File: src/hw/rtl/acpt_pkg.sv
// Shared types, codes and the type-to-type notification mask of the AABB pair table.
// Depends on nothing; the core, acpt_ctrl and acpt_dp import it.
package acpt_pkg;

	localparam int unsigned NUM_KINDS = 9;
	localparam int unsigned BOX_BITS  = 62;
	localparam int unsigned ATTR_BITS = 5;

	typedef enum logic [1:0] {
		MODE_ADD   = 2'd0,
		MODE_ERASE = 2'd1,
		MODE_MOVE  = 2'd2,
		MODE_SWEEP = 2'd3
	} mode_t;

	typedef enum logic [1:0] {
		ITEM_STATUS = 2'd0,
		ITEM_PAIR   = 2'd1,
		ITEM_DONE   = 2'd2
	} item_kind_t;

	typedef enum logic [1:0] {
		ST_OK    = 2'd0,
		ST_FULL  = 2'd1,
		ST_EMPTY = 2'd2
	} status_t;

	// Bit c of row r: an object of type r is told when it hits type c.
	localparam logic [NUM_KINDS-1:0] TYPE_MASK [NUM_KINDS] = '{
		9'h000, 9'h060, 9'h190, 9'h060, 9'h064, 9'h01A, 9'h01A, 9'h064, 9'h005
	};

	// Commands from the controller to the datapath.
	typedef struct packed {
		logic in_ld;    // capture the accepted input beat
		logic row_rd;   // read the row slot and arm the slot counter
		logic row_ld;   // latch the row slot's entry
		logic advance;  // retire the compare stage and read the next slot
		logic commit;   // apply add, erase or move, or an empty-row sweep, and post its status beat
		logic fin;      // post the sweep-finished beat
	} cmd_t;

	// Status from the datapath to the controller.
	typedef struct packed {
		logic sweep_live; // sweep request on a used row
		logic out_free;   // the output register can take a beat this cycle
		logic stall;      // the compare stage has a pair but no room to post it
		logic idx_end;    // every later slot has been read
	} sts_t;

	function automatic logic mask_hit(logic [3:0] own_kind, logic [3:0] other_kind);
		logic r;
		r = 1'b0;
		if (own_kind < 4'(NUM_KINDS) && other_kind < 4'(NUM_KINDS)) begin
			r = TYPE_MASK[own_kind][other_kind];
		end
		return r;
	endfunction

endpackage

File: src/hw/rtl/acpt_req_if.sv
// Request channel of the AABB pair table: valid, ready and one command beat.
// Depends on nothing.
interface acpt_req_if;
	logic        valid;
	logic        ready;
	logic [1:0]  mode;
	logic [5:0]  slot;
	logic [15:0] pos_x;
	logic [15:0] pos_y;
	logic [14:0] box_w;
	logic [14:0] box_h;
	logic [3:0]  kind;
	logic        has_handler;

	modport source (output valid, mode, slot, pos_x, pos_y, box_w, box_h, kind, has_handler,
		input ready);
	modport sink (input valid, mode, slot, pos_x, pos_y, box_w, box_h, kind, has_handler,
		output ready);
endinterface

File: src/hw/rtl/acpt_rsp_if.sv
// Response channel of the AABB pair table: valid, ready and one result beat.
// Depends on nothing.
interface acpt_rsp_if;
	logic       valid;
	logic       ready;
	logic [1:0] item_kind;
	logic [1:0] status;
	logic [5:0] slot_a;
	logic [5:0] slot_b;
	logic       notify_a;
	logic       notify_b;
	logic       last;

	modport source (output valid, item_kind, status, slot_a, slot_b, notify_a, notify_b, last,
		input ready);
	modport sink (input valid, item_kind, status, slot_a, slot_b, notify_a, notify_b, last,
		output ready);
endinterface

File: src/hw/rtl/aabb_collision_pair_table_core.sv
// AABB broad-phase pair table: a table of NUM_SLOTS boxes, each with a type code and a
// handler flag. The req channel carries one command per beat: add a box in the first free
// slot, erase a slot, move a slot's box, or sweep one row against every later used slot.
// The rsp channel returns result beats; last marks the final beat of each command.
// Add, erase, move and a sweep of an empty row give one status beat, loaded into the output
// register once it is free, after the request beat has been captured.
// A sweep of row s first reads the row entry, then reads one later slot from the box memory
// and compares it per cycle while no pair waits for room in the output register, and a
// finishing beat closes the sweep. Each overlapping pair is posted as a pair beat with
// notify flags from the type mask.
// One command is processed at a time; req.ready is high while the sequencer is idle, which
// it also is while the last result still waits in the output register.
// When rsp.ready is low and the output register is full, a pair in the compare stage is
// held and the sweep pauses until the register drains; no beat is dropped or repeated.
// Reset clears all used flags and the output valid flag; no clearing pass is needed, since
// box, type and handler of a slot are written whenever the slot becomes used.
// Depends on acpt_pkg, acpt_req_if, acpt_rsp_if, acpt_ctrl and acpt_dp.
module aabb_collision_pair_table_core
	import acpt_pkg::*;
#(
	parameter int unsigned NUM_SLOTS = 32
) (
	input  logic        clk,
	input  logic        arst_n,
	acpt_req_if.sink    req,
	acpt_rsp_if.source  rsp
);

	cmd_t cmd;
	sts_t sts;
	logic in_ready;

	// The sequencer owns the request handshake; the datapath owns the output register.
	acpt_ctrl u_ctrl (
		.clk      (clk),
		.arst_n   (arst_n),
		.in_valid (req.valid),
		.in_ready (in_ready),
		.sts      (sts),
		.cmd      (cmd)
	);

	assign req.ready = in_ready;

	acpt_dp #(
		.NUM_SLOTS (NUM_SLOTS)
	) u_dp (
		.clk             (clk),
		.arst_n          (arst_n),
		.cmd             (cmd),
		.sts             (sts),
		.req_mode        (req.mode),
		.req_slot        (req.slot),
		.req_pos_x       (req.pos_x),
		.req_pos_y       (req.pos_y),
		.req_box_w       (req.box_w),
		.req_box_h       (req.box_h),
		.req_kind        (req.kind),
		.req_has_handler (req.has_handler),
		.out_valid       (rsp.valid),
		.out_ready       (rsp.ready),
		.out_item_kind   (rsp.item_kind),
		.out_status      (rsp.status),
		.out_slot_a      (rsp.slot_a),
		.out_slot_b      (rsp.slot_b),
		.out_notify_a    (rsp.notify_a),
		.out_notify_b    (rsp.notify_b),
		.out_last        (rsp.last)
	);

endmodule

File: src/hw/rtl/acpt_ctrl.sv
// Sequencer of the AABB pair table: one-hot state machine that issues datapath commands.
// Depends on acpt_pkg.
module acpt_ctrl
	import acpt_pkg::*;
(
	input  logic clk,
	input  logic arst_n,
	input  logic in_valid,
	output logic in_ready,
	input  sts_t sts,
	output cmd_t cmd
);

	typedef enum logic [4:0] {
		S_IDLE  = 5'b00001,
		S_EXEC  = 5'b00010,
		S_LOAD  = 5'b00100,
		S_SWEEP = 5'b01000,
		S_FIN   = 5'b10000
	} state_t;

	state_t state_q, state_d;

	always_comb begin
		state_d  = state_q;
		cmd      = '0;
		in_ready = 1'b0;
		unique case (state_q)
			S_IDLE: begin
				in_ready = 1'b1;
				if (in_valid) begin
					cmd.in_ld = 1'b1;
					state_d   = S_EXEC;
				end
			end
			S_EXEC: begin
				if (sts.sweep_live) begin
					cmd.row_rd = 1'b1;
					state_d    = S_LOAD;
				end else if (sts.out_free) begin
					cmd.commit = 1'b1;
					state_d    = S_IDLE;
				end
			end
			S_LOAD: begin
				cmd.row_ld  = 1'b1;
				cmd.advance = 1'b1;
				state_d     = S_SWEEP;
			end
			S_SWEEP: begin
				if (!sts.stall) begin
					cmd.advance = 1'b1;
					if (sts.idx_end) begin
						state_d = S_FIN;
					end
				end
			end
			S_FIN: begin
				if (sts.out_free) begin
					cmd.fin = 1'b1;
					state_d = S_IDLE;
				end
			end
			default: begin
				state_d = S_IDLE;
			end
		endcase
	end

	always_ff @(posedge clk or negedge arst_n) begin
		if (!arst_n) begin
			state_q <= S_IDLE;
		end else begin
			state_q <= state_d;
		end
	end

endmodule

File: src/hw/rtl/acpt_dp.sv
// Datapath of the AABB pair table: slot table, box and attribute memories, compare stage
// and the output register. Depends on acpt_pkg.
module acpt_dp
	import acpt_pkg::*;
#(
	parameter int unsigned NUM_SLOTS = 32
) (
	input  logic        clk,
	input  logic        arst_n,
	input  cmd_t        cmd,
	output sts_t        sts,
	input  logic [1:0]  req_mode,
	input  logic [5:0]  req_slot,
	input  logic [15:0] req_pos_x,
	input  logic [15:0] req_pos_y,
	input  logic [14:0] req_box_w,
	input  logic [14:0] req_box_h,
	input  logic [3:0]  req_kind,
	input  logic        req_has_handler,
	output logic        out_valid,
	input  logic        out_ready,
	output logic [1:0]  out_item_kind,
	output logic [1:0]  out_status,
	output logic [5:0]  out_slot_a,
	output logic [5:0]  out_slot_b,
	output logic        out_notify_a,
	output logic        out_notify_b,
	output logic        out_last
);

	localparam int unsigned IW = (NUM_SLOTS > 1) ? $clog2(NUM_SLOTS) : 1;
	localparam int unsigned CW = $clog2(NUM_SLOTS + 1);

	// Captured request beat.
	mode_t                 mode_q;
	logic [5:0]            slot_q;
	logic [BOX_BITS-1:0]   box_q;
	logic [ATTR_BITS-1:0]  attr_q;

	// Slot table.
	logic [NUM_SLOTS-1:0]  used_q;
	logic [BOX_BITS-1:0]   box_mem  [NUM_SLOTS];
	logic [ATTR_BITS-1:0]  attr_mem [NUM_SLOTS];

	// Row entry and sweep counter.
	logic [BOX_BITS-1:0]   row_box_q;
	logic [ATTR_BITS-1:0]  row_attr_q;
	logic [CW-1:0]         idx_q;

	// Compare stage: registered memory read of one later slot.
	logic                  vld_s1;
	logic [IW-1:0]         idx_s1;
	logic [BOX_BITS-1:0]   rd_box_s1;
	logic [ATTR_BITS-1:0]  rd_attr_s1;

	// Output register.
	logic                  out_valid_q;
	logic [1:0]            out_kind_q;
	logic [1:0]            out_status_q;
	logic [5:0]            out_a_q;
	logic [5:0]            out_b_q;
	logic                  out_na_q;
	logic                  out_nb_q;
	logic                  out_last_q;

	logic                  present;
	logic                  full;
	logic [IW-1:0]         free_idx;
	logic                  overlap;
	logic                  hit;
	logic                  out_free;
	logic                  idx_end;
	logic                  rd_en;
	logic [IW-1:0]         rd_addr;
	logic [IW-1:0]         wr_addr;
	logic                  box_we;
	logic                  attr_we;
	logic                  pair_ld;
	logic [1:0]            st_kind;
	logic [1:0]            st_status;
	logic [5:0]            st_a;

	// Start plus length strictly past the other start, on 18-bit signed values.
	function automatic logic axis_gt(logic [15:0] p, logic [14:0] len, logic [15:0] q);
		logic [17:0] e;
		e = {{2{p[15]}}, p} + {3'b000, len};
		return $signed(e) > $signed({{2{q[15]}}, q});
	endfunction

	always_comb begin
		free_idx = '0;
		full     = 1'b1;
		for (int i = NUM_SLOTS - 1; i >= 0; i--) begin
			if (!used_q[i]) begin
				free_idx = IW'(i);
				full     = 1'b0;
			end
		end
	end

	assign present = (slot_q < 6'(NUM_SLOTS)) && used_q[slot_q[IW-1:0]];
	assign idx_end = (idx_q == CW'(NUM_SLOTS));
	assign out_free = !out_valid_q || out_ready;

	// Box layout: left [15:0], top [31:16], width [46:32], height [61:47].
	assign overlap =
		axis_gt(row_box_q[31:16], row_box_q[61:47], rd_box_s1[31:16]) &&
		axis_gt(rd_box_s1[31:16], rd_box_s1[61:47], row_box_q[31:16]) &&
		axis_gt(row_box_q[15:0], row_box_q[46:32], rd_box_s1[15:0]) &&
		axis_gt(rd_box_s1[15:0], rd_box_s1[46:32], row_box_q[15:0]);

	assign hit     = vld_s1 && used_q[idx_s1] && overlap;
	assign pair_ld = cmd.advance && hit;

	assign sts.sweep_live = (mode_q == MODE_SWEEP) && present;
	assign sts.out_free   = out_free;
	assign sts.stall      = hit && !out_free;
	assign sts.idx_end    = idx_end;

	assign rd_en   = cmd.row_rd || (cmd.advance && !idx_end);
	assign rd_addr = cmd.row_rd ? slot_q[IW-1:0] : idx_q[IW-1:0];
	assign wr_addr = (mode_q == MODE_ADD) ? free_idx : slot_q[IW-1:0];
	assign box_we  = cmd.commit && (((mode_q == MODE_ADD) && !full) ||
		((mode_q == MODE_MOVE) && present));
	assign attr_we = cmd.commit && (mode_q == MODE_ADD) && !full;

	// Status beat of a single-result command.
	always_comb begin
		st_kind   = ITEM_STATUS;
		st_status = ST_OK;
		st_a      = slot_q;
		unique case (mode_q)
			MODE_ADD: begin
				st_status = full ? ST_FULL : ST_OK;
				st_a      = full ? 6'd0 : 6'(free_idx);
			end
			MODE_ERASE, MODE_MOVE: begin
				st_status = present ? ST_OK : ST_EMPTY;
			end
			MODE_SWEEP: begin
				st_kind   = ITEM_DONE;
				st_status = ST_EMPTY;
			end
			default: begin
				st_kind = ITEM_STATUS;
			end
		endcase
	end

	always_ff @(posedge clk) begin
		if (cmd.in_ld) begin
			mode_q <= mode_t'(req_mode);
			slot_q <= req_slot;
			box_q  <= {req_box_h, req_box_w, req_pos_y, req_pos_x};
			attr_q <= {req_has_handler, req_kind};
		end
		if (box_we) begin
			box_mem[wr_addr] <= box_q;
		end
		if (attr_we) begin
			attr_mem[wr_addr] <= attr_q;
		end
		if (rd_en) begin
			rd_box_s1  <= box_mem[rd_addr];
			rd_attr_s1 <= attr_mem[rd_addr];
		end
		if (cmd.row_ld) begin
			row_box_q  <= rd_box_s1;
			row_attr_q <= rd_attr_s1;
		end
		if (cmd.row_rd) begin
			idx_q <= CW'(slot_q) + CW'(1);
		end else if (cmd.advance && !idx_end) begin
			idx_q <= idx_q + CW'(1);
		end
		if (cmd.advance && !idx_end) begin
			idx_s1 <= idx_q[IW-1:0];
		end
	end

	always_ff @(posedge clk or negedge arst_n) begin
		if (!arst_n) begin
			used_q <= '0;
			vld_s1 <= 1'b0;
		end else begin
			if (cmd.commit && (mode_q == MODE_ADD) && !full) begin
				used_q[free_idx] <= 1'b1;
			end else if (cmd.commit && (mode_q == MODE_ERASE) && present) begin
				used_q[slot_q[IW-1:0]] <= 1'b0;
			end
			if (cmd.row_rd) begin
				vld_s1 <= 1'b0;
			end else if (cmd.advance) begin
				vld_s1 <= !idx_end;
			end
		end
	end

	always_ff @(posedge clk or negedge arst_n) begin
		if (!arst_n) begin
			out_valid_q <= 1'b0;
		end else if (cmd.commit || cmd.fin || pair_ld) begin
			out_valid_q <= 1'b1;
		end else if (out_ready) begin
			out_valid_q <= 1'b0;
		end
	end

	always_ff @(posedge clk) begin
		priority if (cmd.commit) begin
			out_kind_q   <= st_kind;
			out_status_q <= st_status;
			out_a_q      <= st_a;
			out_b_q      <= 6'd0;
			out_na_q     <= 1'b0;
			out_nb_q     <= 1'b0;
			out_last_q   <= 1'b1;
		end else if (pair_ld) begin
			out_kind_q   <= ITEM_PAIR;
			out_status_q <= ST_OK;
			out_a_q      <= slot_q;
			out_b_q      <= 6'(idx_s1);
			out_na_q     <= mask_hit(row_attr_q[3:0], rd_attr_s1[3:0]) && row_attr_q[4];
			out_nb_q     <= mask_hit(rd_attr_s1[3:0], row_attr_q[3:0]) && rd_attr_s1[4];
			out_last_q   <= 1'b0;
		end else if (cmd.fin) begin
			out_kind_q   <= ITEM_DONE;
			out_status_q <= ST_OK;
			out_a_q      <= slot_q;
			out_b_q      <= 6'd0;
			out_na_q     <= 1'b0;
			out_nb_q     <= 1'b0;
			out_last_q   <= 1'b1;
		end
	end

	assign out_valid     = out_valid_q;
	assign out_item_kind = out_kind_q;
	assign out_status    = out_status_q;
	assign out_slot_a    = out_a_q;
	assign out_slot_b    = out_b_q;
	assign out_notify_a  = out_na_q;
	assign out_notify_b  = out_nb_q;
	assign out_last      = out_last_q;

endmodule
File: src/flat_wrapper.sv
// flat-port wrapper written by rule: the top's interface ports become plain ports
module aabb_collision_pair_table_core_flat import acpt_pkg::*;
#(
	parameter int unsigned NUM_SLOTS = 32
)
  (clk, arst_n, req_valid, req_mode, req_slot, req_pos_x, req_pos_y, req_box_w, req_box_h, req_kind, req_has_handler, req_ready, rsp_valid, rsp_item_kind, rsp_status, rsp_slot_a, rsp_slot_b, rsp_notify_a, rsp_notify_b, rsp_last, rsp_ready);
  acpt_req_if req_i ();
  acpt_rsp_if rsp_i ();
  input  logic clk;
  input  logic arst_n;
  input wire logic [$bits(req_i.valid)-1:0] req_valid;
  input wire logic [$bits(req_i.mode)-1:0] req_mode;
  input wire logic [$bits(req_i.slot)-1:0] req_slot;
  input wire logic [$bits(req_i.pos_x)-1:0] req_pos_x;
  input wire logic [$bits(req_i.pos_y)-1:0] req_pos_y;
  input wire logic [$bits(req_i.box_w)-1:0] req_box_w;
  input wire logic [$bits(req_i.box_h)-1:0] req_box_h;
  input wire logic [$bits(req_i.kind)-1:0] req_kind;
  input wire logic [$bits(req_i.has_handler)-1:0] req_has_handler;
  output wire logic [$bits(req_i.ready)-1:0] req_ready;
  output wire logic [$bits(rsp_i.valid)-1:0] rsp_valid;
  output wire logic [$bits(rsp_i.item_kind)-1:0] rsp_item_kind;
  output wire logic [$bits(rsp_i.status)-1:0] rsp_status;
  output wire logic [$bits(rsp_i.slot_a)-1:0] rsp_slot_a;
  output wire logic [$bits(rsp_i.slot_b)-1:0] rsp_slot_b;
  output wire logic [$bits(rsp_i.notify_a)-1:0] rsp_notify_a;
  output wire logic [$bits(rsp_i.notify_b)-1:0] rsp_notify_b;
  output wire logic [$bits(rsp_i.last)-1:0] rsp_last;
  input wire logic [$bits(rsp_i.ready)-1:0] rsp_ready;
  assign req_i.valid = req_valid;
  assign req_i.mode = req_mode;
  assign req_i.slot = req_slot;
  assign req_i.pos_x = req_pos_x;
  assign req_i.pos_y = req_pos_y;
  assign req_i.box_w = req_box_w;
  assign req_i.box_h = req_box_h;
  assign req_i.kind = req_kind;
  assign req_i.has_handler = req_has_handler;
  assign req_ready = req_i.ready;
  assign rsp_valid = rsp_i.valid;
  assign rsp_item_kind = rsp_i.item_kind;
  assign rsp_status = rsp_i.status;
  assign rsp_slot_a = rsp_i.slot_a;
  assign rsp_slot_b = rsp_i.slot_b;
  assign rsp_notify_a = rsp_i.notify_a;
  assign rsp_notify_b = rsp_i.notify_b;
  assign rsp_last = rsp_i.last;
  assign rsp_i.ready = rsp_ready;
  aabb_collision_pair_table_core #(.NUM_SLOTS(NUM_SLOTS)) u_core (.clk(clk), .arst_n(arst_n), .req(req_i), .rsp(rsp_i));
endmodule
File: config.mk
export PLATFORM = sky130hd
export DESIGN_NAME = aabb_collision_pair_table_core_flat
export DESIGN_NICKNAME = d
export VERILOG_FILES = /design/src/hw/rtl/acpt_pkg.sv /design/src/hw/rtl/acpt_req_if.sv /design/src/hw/rtl/acpt_rsp_if.sv /design/src/hw/rtl/aabb_collision_pair_table_core.sv /design/src/hw/rtl/acpt_ctrl.sv /design/src/hw/rtl/acpt_dp.sv /design/src/flat_wrapper.sv
export SDC_FILE = /design/constraint.sdc
export NUM_CORES = 2
export LEC_CHECK = 0
export BUFFER_PORTS_ARGS = -buffer_cell sky130_fd_sc_hd__buf_2
export CORE_MARGIN = 3
export CORE_UTILIZATION = 45
export CTS_CLUSTER_SIZE = 40
export DETAILED_ROUTE_END_ITERATION = 10
export PLACE_DENSITY = 0.74
export SLEW_MARGIN = 20
export SYNTH_ARGS = -nofsm -noshare
export SYNTH_HDL_FRONTEND = slang
export SYNTH_SLANG_ARGS = --single-unit
File: constraint.sdc
create_clock -name clk -period 10.07 [get_ports clk]
set_clock_uncertainty 0.2 [all_clocks]
set_input_delay 1.007 -clock clk [delete_from_list [all_inputs] [get_ports clk]]
set_output_delay 1.007 -clock clk [all_outputs]
set_load 0.005 [all_outputs]
==> metrics.txt <==
register area share after synthesis=0.737; TritonCTS Buffers=228; CTS Hold Bufs=0; via count=61.0k; post-route cell area=109000 um^2; CP Data Required Time=10.33 ns; Post-CTS Repair Setup Buffers=0; register share of total power=0.572; Setup TNS Final=0 ns; Final setup viols=0; Pwr per Cell Area=191 nW/um^2; Worst setup SP type=flop; Final ANT Viol Nets=0; Synth area leaders=edfxtp_1 73%, nand2_1 5.7%, mux2i_1 3.6%; syn avg cell area=14.2 um^2; initial antenna violation count=11; max_slew headroom=0.207; Synth Register Bits=2421; Congestion Overflow GR=0; critical path peak fanout=73; share of cells above drive strength 1=0.0995; CTS tree=done; fin crit share=0.649; Die Y=473 um; minimum clock period=6.54 ns; Std-Cell Rows=170; Tot GR Track Use=0.239; Pleak=37.4 nW; Synth Warn #=0; DP Wirelength=150 mm; drt drc=0; TritonCTS Sinks=2421; largest net degree at the start of global routing=189; dpl cell area=102000 um^2; Layout Nets=7234; logic gate share of total power=0.029; largest area contributor in the netlist=edfxtp_1; global-route wire length before repair=396 mm; RSZ-0062 raised after global routing=false; Crit. End Element=flop; Yosys top cell area share=0.726; worst min path class=in2async; vias per inst=6.07; Worst EP arrival=6.79 ns; Mapped Cells=6909; Routed WL per cell=27.2 um; Sw Ratio=0.219; Hold Fails Final Rpt=0; Placer Congestion=0.917; VDD IR-drop max=0.183 mV; Max Cap Viol=0; die area=224000 um^2; Post-CTS Resized=0; Max Clock Freq=0.153 GHz; final WL=273 mm; non-filler cells, final=10.1k; I/O pin total=100; Initial Util=0.455; design internal power=16.3 mW; status=finished clean; clk_lat worst skew=0.89 ns; fraction of registers with async set/reset=0.0161; measured slew at the worst slew-check pin=1.19 ns; core area=216000 um^2; Slew Viols, Final=0; die width=473 um; PortBufs=98; Post-Synthesis Net Count=7130; Layout Area Growth over Synthesis=11.3%; Sw Pwr=4.57 mW; ys flop type=edfxtp_1; total iterations of the first detailed-routing run=8; Post-Syn Area=98200 um^2; DRT iter0 DRCs=8722; post-placement cell count=9610; clk buf depth=3; Post-synth EDFFs=2374; critical path type=reg2reg; Distinct cells, synth=88; Reg2Reg Depth=22; vias in the first global route=59.1k; # H-tree levels=4; clock root buffer=clkbuf_16; clock-pin slew on the worst setup and hold paths=0.06 ns; clock power share=0.399
[per-stage QoR]
stage,total power [mW],hold WS [ns],setup slack (ns),util
after floorplan,12.3,0.226,1.88,-
after global placement,12.7,0.230,3.60,0.472
after detailed placement,12.7,0.243,3.67,0.472
after CTS,20.9,0.0368,3.58,0.506
after global routing,21.4,0.0761,3.07,0.506
final,20.9,0.0830,3.53,0.507
[worst paths after layout]
check | slack, ns | start | end
worst max-delay path | 3.53 | u_core.u_dp.rd_box_s1[0]$_DFFE_PP_ | u_core.u_dp.rd_box_s1[30]$_DFFE_PP_
worst min-delay path | 0.08 | arst_n | u_core.u_dp.used_q[23]$_DFFE_PN0P_
worst max register to register | 3.53 | u_core.u_dp.rd_box_s1[0]$_DFFE_PP_ | u_core.u_dp.rd_box_s1[30]$_DFFE_PP_
worst min register to register | 0.23 | u_core.u_dp.rd_box_s1[35]$_DFFE_PP_ | u_core.u_dp.row_box_q[35]$_DFFE_PP_
max in group asynchronous | 8.96 | arst_n | u_core.u_dp.used_q[9]$_DFFE_PN0P_
min in group clk | 0.11 | req_slot[5] | u_core.u_dp.slot_q[5]$_DFFE_PP_
[metal layers]
metal	wire length [um]	GRT usage
met1	102000	0.315
met2	129000	0.385
met3	29300	0.0479
met4	12600	0.105
met5	28	0
[synthesized netlist by cell type (14+ instances only)]
| cell type | count |
|---|---|
| a21boi_0 | 20 |
| a21o_1 | 22 |
| a21oi_1 | 111 |
| a221oi_1 | 30 |
| a22oi_1 | 15 |
| a311oi_1 | 17 |
| a31oi_1 | 131 |
| and3_1 | 15 |
| buf_1 | 19 |
| buf_2 | 152 |
| buf_4 | 44 |
| buf_6 | 17 |
| clkbuf_1 | 137 |
| dfrtp_1 | 38 |
| edfxtp_1 | 2374 |
| ha_1 | 138 |
| inv_1 | 118 |
| mux2_2 | 54 |
| mux2i_1 | 356 |
| nand2_1 | 1479 |
| nand2b_1 | 16 |
| nand3_1 | 556 |
| nand4_1 | 138 |
| nor2_1 | 143 |
| nor2b_1 | 19 |
| nor3_1 | 46 |
| o2111ai_1 | 15 |
| o21a_1 | 18 |
| o21ai_0 | 177 |
| o21ai_1 | 15 |
| o21bai_1 | 17 |
| o221ai_1 | 14 |
| o22a_1 | 38 |
| o22ai_1 | 148 |
| or3_1 | 15 |
| xnor2_1 | 44 |
[power groups by stage]
stage | registers (mW) | logic, mW | clock network (mW)
2_1_floorplan | 12.0 | 0.287 | 0
3_3_place_gp | 12.2 | 0.517 | 0
3_5_place_dp | 12.2 | 0.524 | 0
4_1_cts | 12.0 | 0.526 | 8.43
5_1_grt | 12.0 | 0.644 | 8.82
6_report | 11.9 | 0.606 | 8.35
[kinds of logic after synthesis]
logic type,synth area share
compound gates,0.0590
simple gates,0.111
other cells,0.0000382
buf+inv,0.0237
xor+xnor,0.00499
fa+ha+maj,0.0184
flops,0.737
mux,0.0450
[sequential cells by signal, indices dropped and copies added (netlist names), 6 cells and up]
| register | count |
|---|---|
| u_core.u_dp.box_q | 62 |
| u_core.u_dp.slot_q | 6 |
| u_core.u_dp.box_mem | 1984 |
| u_core.u_dp.idx_q | 6 |
| u_core.u_dp.used_q | 32 |
| u_core.u_dp.attr_mem | 160 |
| u_core.u_dp.out_slot_a | 6 |
| u_core.u_dp.rd_box_s1 | 62 |
| u_core.u_dp.row_box_q | 62 |
[critical path, stage by stage (launching register included)]
cell and delay (ns):
edfxtp_1 0.42, ha_1 0.26, fa_1 0.41, a21o_1 0.17
a21oi_1 0.24, o21bai_1 0.09, a21oi_1 0.24, o21bai_1 0.11
a211oi_1 0.33, o21ai_0 0.21, a31o_2 0.27, a211oi_1 0.23
nor2_1 0.08, ha_1 0.29, nand3_1 0.15, nor2_1 0.07
a2111oi_0 0.39, a21oi_1 0.14, o22ai_1 0.58, nor4b_1 0.21
o21a_1 0.29, o21ai_4 0.20, buf_12 0.33
[cells in the final DEF (no fill, tap or decap), types with 34 or more instances in the layout]
master	netlist	layout
dfrtp_1	38	38
inv_1	118	117
mux2i_1	356	352
clkinv_1	0	54
nor2_1	143	108
clkinv_2	0	34
nand3_1	556	556
buf_2	152	98
clkbuf_16	0	233
nor3_1	46	43
a31oi_1	131	131
nor2_4	0	36
a21oi_1	111	111
mux2_2	54	53
o22a_1	38	38
clkbuf_1	137	51
nand2_1	1479	1475
o21ai_0	177	175
edfxtp_1	2374	2374
nand4_1	138	138
buf_4	44	126
ha_1	138	138
xnor2_1	44	44
o22ai_1	148	148
[layout make-up]
class / instances / area, um^2
tap: 2838 / 3550
antenna: 10 / 25.0
clock buffer: 286 / 6050
sequential: 2421 / 72400
timing repair buffer: 244 / 1780
fill: 17200 / 107000
inverter: 120 / 463
clock inverter: 135 / 1190
multi-input combinational: 3998 / 23900
Note: power is estimated with default switching activity, not from simulation.
